==> config.mk <==
export PLATFORM = sky130hd
export DESIGN_NAME = internet_checksum_pseudo_header
export DESIGN_NICKNAME = d
export VERILOG_FILES = /design/src/sv/icsum_pkg.sv /design/src/sv/icsum_front.sv /design/src/sv/icsum_fifo.sv /design/src/sv/icsum_back.sv /design/src/sv/internet_checksum_pseudo_header.sv
export SDC_FILE = /design/constraint.sdc
export NUM_CORES = 1
export LEC_CHECK = 0
export ABC_AREA = 1
export BUFFER_PORTS_ARGS = -buffer_cell sky130_fd_sc_hd__buf_2
export CAP_MARGIN = 20
export CELL_PAD_IN_SITES_DETAIL_PLACEMENT = 0
export CELL_PAD_IN_SITES_GLOBAL_PLACEMENT = 2
export CORE_ASPECT_RATIO = 1.75
export CORE_MARGIN = 3
export CORE_UTILIZATION = 36
export DETAILED_ROUTE_END_ITERATION = 12
export GPL_TIMING_DRIVEN = 0
export PLACE_DENSITY_LB_ADDON = 0.1
export SLEW_MARGIN = 20
export SYNTH_ARGS = -nofsm -noshare
export SYNTH_HDL_FRONTEND = slang
export SYNTH_HIERARCHICAL = 1
export SYNTH_SLANG_ARGS = --single-unit
==> constraint.sdc <==
create_clock -name clk -period 5.8 [get_ports clk]
set_clock_uncertainty 0.15 [all_clocks]
set_input_delay 0.58 -clock clk [delete_from_list [all_inputs] [get_ports clk]]
set_output_delay 0.58 -clock clk [all_outputs]
set_load 0.05 [all_outputs]
==> src/sv/icsum_pkg.sv <==
// ----------------------------------------------------------------------------
// icsum_pkg
// Shared types and constants for the streaming Internet checksum block.
// ----------------------------------------------------------------------------
`default_nettype none

package icsum_pkg;

    localparam int MAX_BYTES  = 2048;
    localparam int CNT_W      = $clog2(MAX_BYTES + 1);
    localparam int WORD_W     = 16;
    localparam int PROTO_W    = 5;
    localparam int FIFO_DEPTH = 4;
    localparam int PTR_W      = $clog2(FIFO_DEPTH);

    localparam logic [1:0] KIND_UDP = 2'd1;
    localparam logic [1:0] KIND_TCP = 2'd2;

    localparam logic [PROTO_W-1:0] PROTO_UDP = 5'd17;
    localparam logic [PROTO_W-1:0] PROTO_TCP = 5'd6;
    localparam logic [PROTO_W-1:0] PROTO_NONE = 5'd0;

    localparam logic [CNT_W-1:0] ADDR_BYTES = CNT_W'(8);

    typedef struct packed {
        logic [WORD_W-1:0]  word;
        logic               last;
        logic [PROTO_W-1:0] proto;
        logic [WORD_W-1:0]  len;
    } entry_t;

endpackage

`default_nettype wire

==> src/sv/icsum_front.sv <==
// ----------------------------------------------------------------------------
// icsum_front
// Accepts bytes, pairs them into words, counts the region and builds the
// queue entries, including the closing entry with the pseudo-header terms.
// ----------------------------------------------------------------------------
`default_nettype none

module icsum_front (
    input  wire                   clk,
    input  wire                   rst_n,
    input  wire                   accept,
    input  wire [7:0]             data_byte,
    input  wire                   last_byte,
    input  wire [1:0]             kind,
    output logic                  push,
    output icsum_pkg::entry_t     entry
);
    import icsum_pkg::*;

    logic [7:0]       held_reg;
    logic [7:0]       held_next;
    logic             odd_reg;
    logic             odd_next;
    logic [CNT_W-1:0] count_reg;
    logic [CNT_W-1:0] count_next;
    logic [1:0]       kind_reg;
    logic [1:0]       kind_next;

    logic             first;
    logic             counted;
    logic [1:0]       kind_eff;
    logic [CNT_W-1:0] cnt_new;
    logic [CNT_W-1:0] len_cnt;

    always_comb
    begin
        first    = (count_reg == '0) && !odd_reg;
        kind_eff = first ? kind : kind_reg;
        counted  = count_reg < CNT_W'(MAX_BYTES);
        cnt_new  = counted ? count_reg + CNT_W'(1) : count_reg;
        len_cnt  = (cnt_new >= ADDR_BYTES) ? cnt_new - ADDR_BYTES : '0;

        entry.last = last_byte;
        unique case (kind_eff)
            KIND_UDP: entry.proto = PROTO_UDP;
            KIND_TCP: entry.proto = PROTO_TCP;
            default:  entry.proto = PROTO_NONE;
        endcase
        entry.len = (entry.proto != PROTO_NONE) ? WORD_W'(len_cnt) : '0;

        priority if (counted && odd_reg)
            entry.word = {held_reg, data_byte};
        else if (counted)
            entry.word = {data_byte, 8'h00};
        else if (odd_reg)
            entry.word = {held_reg, 8'h00};
        else
            entry.word = '0;

        push = accept && ((counted && odd_reg) || last_byte);

        held_next  = held_reg;
        odd_next   = odd_reg;
        count_next = count_reg;
        kind_next  = kind_reg;
        if (accept)
        begin
            kind_next = kind_eff;
            if (last_byte)
            begin
                held_next  = '0;
                odd_next   = 1'b0;
                count_next = '0;
            end
            else if (counted)
            begin
                if (!odd_reg)
                    held_next = data_byte;
                odd_next   = !odd_reg;
                count_next = cnt_new;
            end
        end
    end

    always_ff @(posedge clk or negedge rst_n)
    begin
        if (!rst_n)
        begin
            held_reg  <= '0;
            odd_reg   <= 1'b0;
            count_reg <= '0;
            kind_reg  <= '0;
        end
        else
        begin
            held_reg  <= held_next;
            odd_reg   <= odd_next;
            count_reg <= count_next;
            kind_reg  <= kind_next;
        end
    end

endmodule

`default_nettype wire

==> src/sv/icsum_fifo.sv <==
// ----------------------------------------------------------------------------
// icsum_fifo
// Short entry queue between the byte front end and the summing back end.
// ----------------------------------------------------------------------------
`default_nettype none

module icsum_fifo (
    input  wire                   clk,
    input  wire                   rst_n,
    input  wire                   push,
    input  icsum_pkg::entry_t     push_entry,
    input  wire                   pop,
    output icsum_pkg::entry_t     head,
    output logic                  full,
    output logic                  empty
);
    import icsum_pkg::*;

    entry_t           slot_reg [FIFO_DEPTH];
    logic [PTR_W-1:0] wr_reg;
    logic [PTR_W-1:0] wr_next;
    logic [PTR_W-1:0] rd_reg;
    logic [PTR_W-1:0] rd_next;
    logic [PTR_W:0]   fill_reg;
    logic [PTR_W:0]   fill_next;

    always_comb
    begin
        full      = fill_reg == (PTR_W + 1)'(FIFO_DEPTH);
        empty     = fill_reg == '0;
        head      = slot_reg[rd_reg];
        wr_next   = push ? wr_reg + PTR_W'(1) : wr_reg;
        rd_next   = pop ? rd_reg + PTR_W'(1) : rd_reg;
        fill_next = fill_reg + (PTR_W + 1)'(push) - (PTR_W + 1)'(pop);
    end

    always_ff @(posedge clk)
    begin
        if (push)
            slot_reg[wr_reg] <= push_entry;
    end

    always_ff @(posedge clk or negedge rst_n)
    begin
        if (!rst_n)
        begin
            wr_reg   <= '0;
            rd_reg   <= '0;
            fill_reg <= '0;
        end
        else
        begin
            wr_reg   <= wr_next;
            rd_reg   <= rd_next;
            fill_reg <= fill_next;
        end
    end

endmodule

`default_nettype wire

==> src/sv/icsum_back.sv <==
// ----------------------------------------------------------------------------
// icsum_back
// Accumulates words with end-around carry and, on the closing entry, folds
// in the pseudo-header terms and loads the complemented checksum.
// ----------------------------------------------------------------------------
`default_nettype none

module icsum_back (
    input  wire                   clk,
    input  wire                   rst_n,
    input  wire                   empty,
    input  icsum_pkg::entry_t     head,
    output logic                  pop,
    output logic                  m_tvalid,
    input  wire                   m_tready,
    output logic [15:0]           m_tdata
);
    import icsum_pkg::*;

    logic [WORD_W-1:0] sum_reg;
    logic [WORD_W-1:0] sum_next;
    logic              valid_reg;
    logic              valid_next;
    logic [WORD_W-1:0] csum_reg;
    logic [WORD_W-1:0] csum_next;

    logic [WORD_W+1:0] total;
    logic [WORD_W:0]   fold1;
    logic [WORD_W:0]   fold2;
    logic [WORD_W:0]   acc;
    logic              out_free;

    always_comb
    begin
        out_free = !valid_reg || m_tready;
        pop      = !empty && (!head.last || out_free);

        acc   = {1'b0, sum_reg} + {1'b0, head.word};
        total = (WORD_W + 2)'(sum_reg) + (WORD_W + 2)'(head.word)
              + (WORD_W + 2)'(head.proto) + (WORD_W + 2)'(head.len);
        fold1 = (WORD_W + 1)'(total[WORD_W-1:0]) + (WORD_W + 1)'(total[WORD_W+1:WORD_W]);
        fold2 = (WORD_W + 1)'(fold1[WORD_W-1:0]) + (WORD_W + 1)'(fold1[WORD_W]);

        sum_next   = sum_reg;
        valid_next = valid_reg && !m_tready;
        csum_next  = csum_reg;
        if (pop)
        begin
            if (head.last)
            begin
                sum_next   = '0;
                valid_next = 1'b1;
                csum_next  = ~fold2[WORD_W-1:0];
            end
            else
            begin
                sum_next = acc[WORD_W-1:0] + WORD_W'(acc[WORD_W]);
            end
        end

        m_tvalid = valid_reg;
        m_tdata  = csum_reg;
    end

    always_ff @(posedge clk or negedge rst_n)
    begin
        if (!rst_n)
        begin
            sum_reg   <= '0;
            valid_reg <= 1'b0;
        end
        else
        begin
            sum_reg   <= sum_next;
            valid_reg <= valid_next;
        end
    end

    always_ff @(posedge clk)
    begin
        csum_reg <= csum_next;
    end

endmodule

`default_nettype wire

==> src/sv/internet_checksum_pseudo_header.sv <==
// ----------------------------------------------------------------------------
// internet_checksum_pseudo_header
// Streaming one's complement Internet checksum with UDP/TCP pseudo-header
// protocol and length terms.
// Result path: the closing entry is written into the queue, then popped by
// the back end, which registers the checksum and its valid; the result is
// delayed further while the queue drains or the output stalls.
// Throughput: one byte per cycle while the queue is not full.
// Reset: rst_n clears the region state, the queue and the output valid.
// ----------------------------------------------------------------------------
`default_nettype none

module internet_checksum_pseudo_header (
    input  wire         clk,
    input  wire         rst_n,
    input  wire         s_tvalid,
    output logic        s_tready,
    input  wire  [7:0]  s_tdata,   // [7:0] data_byte
    input  wire         s_tlast,
    input  wire  [1:0]  s_tuser,   // [1:0] kind
    output logic        m_tvalid,
    input  wire         m_tready,
    output logic [15:0] m_tdata    // [15:0] checksum_value
);
    import icsum_pkg::*;

    logic   accept;
    logic   push;
    logic   pop;
    logic   full;
    logic   empty;
    entry_t push_entry;
    entry_t head;

    assign s_tready = !full;
    assign accept   = s_tvalid && s_tready;

    icsum_front u_front (
        .clk       (clk),
        .rst_n     (rst_n),
        .accept    (accept),
        .data_byte (s_tdata),
        .last_byte (s_tlast),
        .kind      (s_tuser),
        .push      (push),
        .entry     (push_entry)
    );

    icsum_fifo u_fifo (
        .clk        (clk),
        .rst_n      (rst_n),
        .push       (push),
        .push_entry (push_entry),
        .pop        (pop),
        .head       (head),
        .full       (full),
        .empty      (empty)
    );

    icsum_back u_back (
        .clk      (clk),
        .rst_n    (rst_n),
        .empty    (empty),
        .head     (head),
        .pop      (pop),
        .m_tvalid (m_tvalid),
        .m_tready (m_tready),
        .m_tdata  (m_tdata)
    );

endmodule

`default_nettype wire

Yosys cells after proc, flatten, opt, wreduce, memory -nomap -nowiden
Memory sizes are Yosys's and may differ from the RTL's.
Cells that the tools add are included.

cells by class
  add/sub/neg operators = 13
  mux-type cells = 20
  equal/unequal tests = 4
  bitwise operators = 1
  reductions and logical operators = 22
  magnitude comparators = 2

operators with widths
  kind                                                  count
  two-way mux 16 bit                                    4
  two-way mux 12 bit                                    5
  adder 16 x 16 -> 17 bit                               2
  adder 16 x 1 -> 16 bit                                2
  two-way mux 8 bit                                     3
  adder 18 x 16 -> 18 bit                               1
  adder 18 x 5 -> 18 bit                                1
  adder 16 x 2 -> 17 bit                                1
  NOT 16 bit                                            1
  adder 12 x 1 -> 12 bit, second input constant         1
  >= comparator 12 x 4 -> 1 bit, second input constant  1
  zero test 12 bit                                      1
  < comparator 12 bit, second input constant            1
  subtractor 12 x 4 -> 12 bit, second input constant    1
  one-hot mux 5 bit (2 select lines)                    1
  logical AND 1 bit                                     6
  zero test 1 bit                                       6
  two-way mux 1 bit                                     6
  nonzero test 5 bit                                    1
  adder 2 x 1 -> 2 bit, second input constant           2
  AND reduction 2 bit                                   2
  adder 3 x 1 -> 3 bit                                  1
  == test 3 bit, second input constant                  1
  zero test 3 bit                                       1
  8 further kinds                                       10

word-level totals
  memories kept = 1
  bits in writable memories = 136
  input bits = 15
  flip-flop bits (word level) = 63
  word-level logic and storage cells = 73
  output and inout bits = 18

memory list
  name             depth  bits a word  rd ports  clocked after Yosys merged registers in  write ports  RTL line          RTL
  u_fifo.slot_reg  4      34           1         0                                        1            icsum_fifo.sv:19  entry_t slot_reg [FIFO_DEPTH];

Depth between registers and ports, before layout
  word-level depth = 7
  gate-level depth with buffers = 47

By module
The synthesis kept the hierarchy.

by module, submodules not included
  module                           instances  cells each  sequential area each (µm²)  area an instance (µm²)
  icsum_fifo                       1          642         4739.5                      6802.8
  icsum_back                       1          662         905.9                       4672.0
  icsum_front                      1          265         575.6                       1831.8
  internet_checksum_pseudo_header  1          3           0.0                         13.8

Worst setup path before layout
No wires, ideal clock.

  kind = register to register
  start = reg u_fifo.rd_reg[0]
  end = reg u_back.csum_reg[12], in the netlist u_back/m_tdata[12] (data pin)
  period minus slack after synthesis = 6.271 ns
  setup time = 0.258 ns
  data required time = 5.392 ns
  cell stages (with the launch flop) = 46
  arrival = 5.862 ns
  slack = -0.471 ns
  cell sequence = dfrtp_1 buf_4 buf_6 buf_2 nand2_1 nand3_1 nand2_1 inv_1 fa_1 fa_1 inv_1 ha_1 nand2_1 inv_2 nand2_1 nand2_1 nand2_1 nand3_1 [10 not listed] nor2_1 nand3_2 nor2_1 nand2_1 nor3_1 ha_1 ha_1 nand2_1 nor2_1 nand3_1 nor2_1 nand2_1 nor2_2 nand3_2 nor2_2 inv_2 o21ai_1 o21ai_1

RTL lines
  what                    RTL line          RTL
  start, declared         icsum_fifo.sv:22  logic [PTR_W-1:0] rd_reg;
  start signal, assigned  icsum_fifo.sv:54  rd_reg <= rd_next;
  end signal, assigned    icsum_back.sv:81  csum_reg <= csum_next;
  end, declared           icsum_back.sv:24  logic [WORD_W-1:0] csum_reg;

==> impl_metrics.toml <==
[clock_tree]
clk_pin_slew_ns = 0.06
cts_num_sinks = 215
clk_path_buf_depth = 3
cts-root-buf = "clkbuf_16"
cts_made_buffers = 24
cts_tree = "built"
clock_latency_ns = 0.54
htreeDepth = 1

[global_route]
grt_usage = 0.1944
grt_pass1_wl_um = 57470
grt_max_degree = 29
antenna_found_initial = 0
grt_pass1_vias = 10390
grt_overflow = 0

[place]
port_buffers = 32
placed_cell_area_mm2 = 0.01431
dp_slack_ns = -2.183
gp_congestion = 0.8295
dpl.hpwl_um = 28430

[floorplanning]
design.portCount = 33
die_w_um = 151.4
coreArea_mm2 = 0.03626
rows = 92
die_h_um = 260.5
die_area_mm2 = 0.03943
start_util = 0.3674

[setup_path]
crit_buf_inv = 7
worst-endpoint-required_ns = 5.93
critPathTopFamily = "simple AND/OR/NAND/NOR gates"
crit_fanout = 7
slowest_stage = "fa_1"
cp-end-kind = "flip-flop"
cpMostUsedCell = "nand2_2"
critPathMaxStageDelay_ns = 0.54
worstSetupStartpointType = "flip-flop"
crit_type = "reg -> reg"
worstPathArrival_ns = 6.89

[yosys]
dominantRegCellSynth = "edfxtp_1"
synth_common_cells = "nand2_1, inv_1, edfxtp_1"
synth_area_mm2 = 0.01332
synth_top_area_cell = "edfxtp_1"
syn_inst = 1572
synth_top_cell_area_share = 0.3787
yosys-top-cells-area = "edfxtp_1, nand2_1, inv_1"
async_flop_share = 0.2186
synth_area_per_cell_um2 = 8.473
yosys_register_bits = 215
ys_types = 44
yosysSeqAreaShare = 0.4670
yosysMostFrequentCell = "nand2_1"
synth_edf_count = 168
ys_warn_count = 6

[sta]
slew_headroom = 0.4524
timing.final.ws_setup_ns = -0.9643
rsz0062_at_grt = "true"
max_slew.worst_pin.slew_ns = 0.8128
max_freq_mhz = 147.8
min_period_ns = 6.764
period_share = 1.166
final_max_slew_viol_count = 0
setup_viol = 13
final_hold_viol_count = 0

[layout]
finalNetCount = 1819
fin_area_mm2 = 0.01634
area_delta_synth_final_pct = 22.65
fin_util = 0.4506
fillers = 3653
largest_reg_flops = 152
antenna_cells = 0
drive_gt1_frac = 0.2159

[job]
cap_violations = 0

[outcome]
status = "complete, but fails checks"
failed_checks = "negative setup slack"

[routing]
wirelength_um = 37420
final_antenna_net_count = 0
routedWlPerCell_um = 16.96
viasPerCell = 4.592
drc = 0
first_pass_iters = 4
num_vias = 10130
drtIter0Drc = 388

[worst_hold_path]
holdCritPathClass = "in -> reg"
-- layout by cell type, fill, tap and decap left out, types with 3 or more instances in the layout --
master      count
nand2_1       395
inv_1         301
edfxtp_1      168
nand3_1       141
buf_4          78
nor2_1         68
nand2_2        51
ha_1           47
dfrtp_1        47
buf_2          33
o21ai_0        29
inv_2          28
a21oi_1        27
clkbuf_16      26
xor2_1         22
o22ai_1        22
fa_1           21
nor2_2         20
nand3_2        20
nor2_4         17
buf_6          16
nand2_4        14
ha_4           13
nand4_1        12
clkbuf_1       11
buf_12         11
xnor2_1         8
nor3_1          8
nand3_4         6
o21ai_1         6
clkinv_4        5
conb_1          5
clkinv_1        4
nand3b_1        4
clkbuf_4        4
clkinvlp_4      3
o21ai_2         3
a31oi_1         3
fa_2            3
-- cells by family after synthesis --
logic type | count (synthesis) | synth area share
xor gates and xnor gates | 30 | 0.01973
other | 1 | 0.0002815
adders and majority gates | 85 | 0.09337
buffers and inverters | 375 | 0.1138
DFF | 215 | 0.4670
and+or+nand+nor | 761 | 0.2605
AOI/OAI and AO/OA | 105 | 0.04537
-- layout make-up --
class / instances / area [µm²] / share of cell area
plain buffers: 42 / 387.9 / 0.02374
clock buffers: 30 / 654.4 / 0.04006
clock inverters: 14 / 143.9 / 0.008808
inverters: 333 / 1260 / 0.07712
multi-input cells: 986 / 6067 / 0.3714
flip-flops and latches: 215 / 6221 / 0.3808
well taps: 470 / 588.1 / 0.03600
repair buffers: 117 / 1015 / 0.06211
-- final timing paths --
kind	endpoint	cells past startpoint	from	slack, ns
setup / recovery	u_back/m_tdata[12]$_DFFE_PP_	46	u_fifo/rd_reg[0]$_DFFE_PN0P_	-0.96
hold / removal	u_back/m_tvalid$_DFF_PN0_	4	m_tready	0.17
setup reg to reg	u_back/m_tdata[12]$_DFFE_PP_	46	u_fifo/rd_reg[0]$_DFFE_PN0P_	-0.96
hold reg to reg	u_back/m_tvalid$_DFF_PN0_	2	u_back/m_tvalid$_DFF_PN0_	0.37
max in group asynchronous	u_front/held_reg[7]$_DFFE_PN0P_	3	rst_n	4.60
min in group asynchronous	u_back/sum_reg[3]$_DFFE_PN0P_	2	rst_n	0.37
-- timing repair --
item | in CTS | in global routing
pin swaps | 61 | 45
buffers inserted | 70 | 11
endpoints found under the setup margin | 16 | 16
gates cloned | 3 | 1
gates resized for setup | 112 | 36
hold buffers | 1 | 0
endpoints found under the hold margin | 19 | 0
-- routing by layer --
metal  vias up  GRT usage  part of all wire
li1       5246          -                 -
met1      4706     0.2023              0.36
met2       125     0.3759              0.55
met3        57    0.01928             0.026
met4         0    0.09834             0.057
met5         -          0                 0
-- through the flow --
stage / setup TNS, ns / hold WS [ns] / cells
after floorplan: -1.033 / 0.1344 / 1576
after global placement: -23.79 / 0.3678 / 2078
after detailed placement: -25.42 / 0.3653 / 2083
after CTS: -10.04 / 0.1511 / 2199
after global routing: -15.19 / 0.1714 / 2207
final: -9.307 / 0.1668 / 2207
-- worst reg2reg max path, delay by kind of cell, from the launching register on --
family	cells	cell delay (ns)
adders and majority gates	7	2.09
buffers and inverters	7	0.62
DFF	1	0.34
xor gates and xnor gates	1	0.17
AOI/OAI and AO/OA	4	0.47
and+or+nand+nor	27	2.67
Power is left out: the tool's default activity adds up to more than one toggle a clock period on the data nets, which glitch-free logic cannot reach.
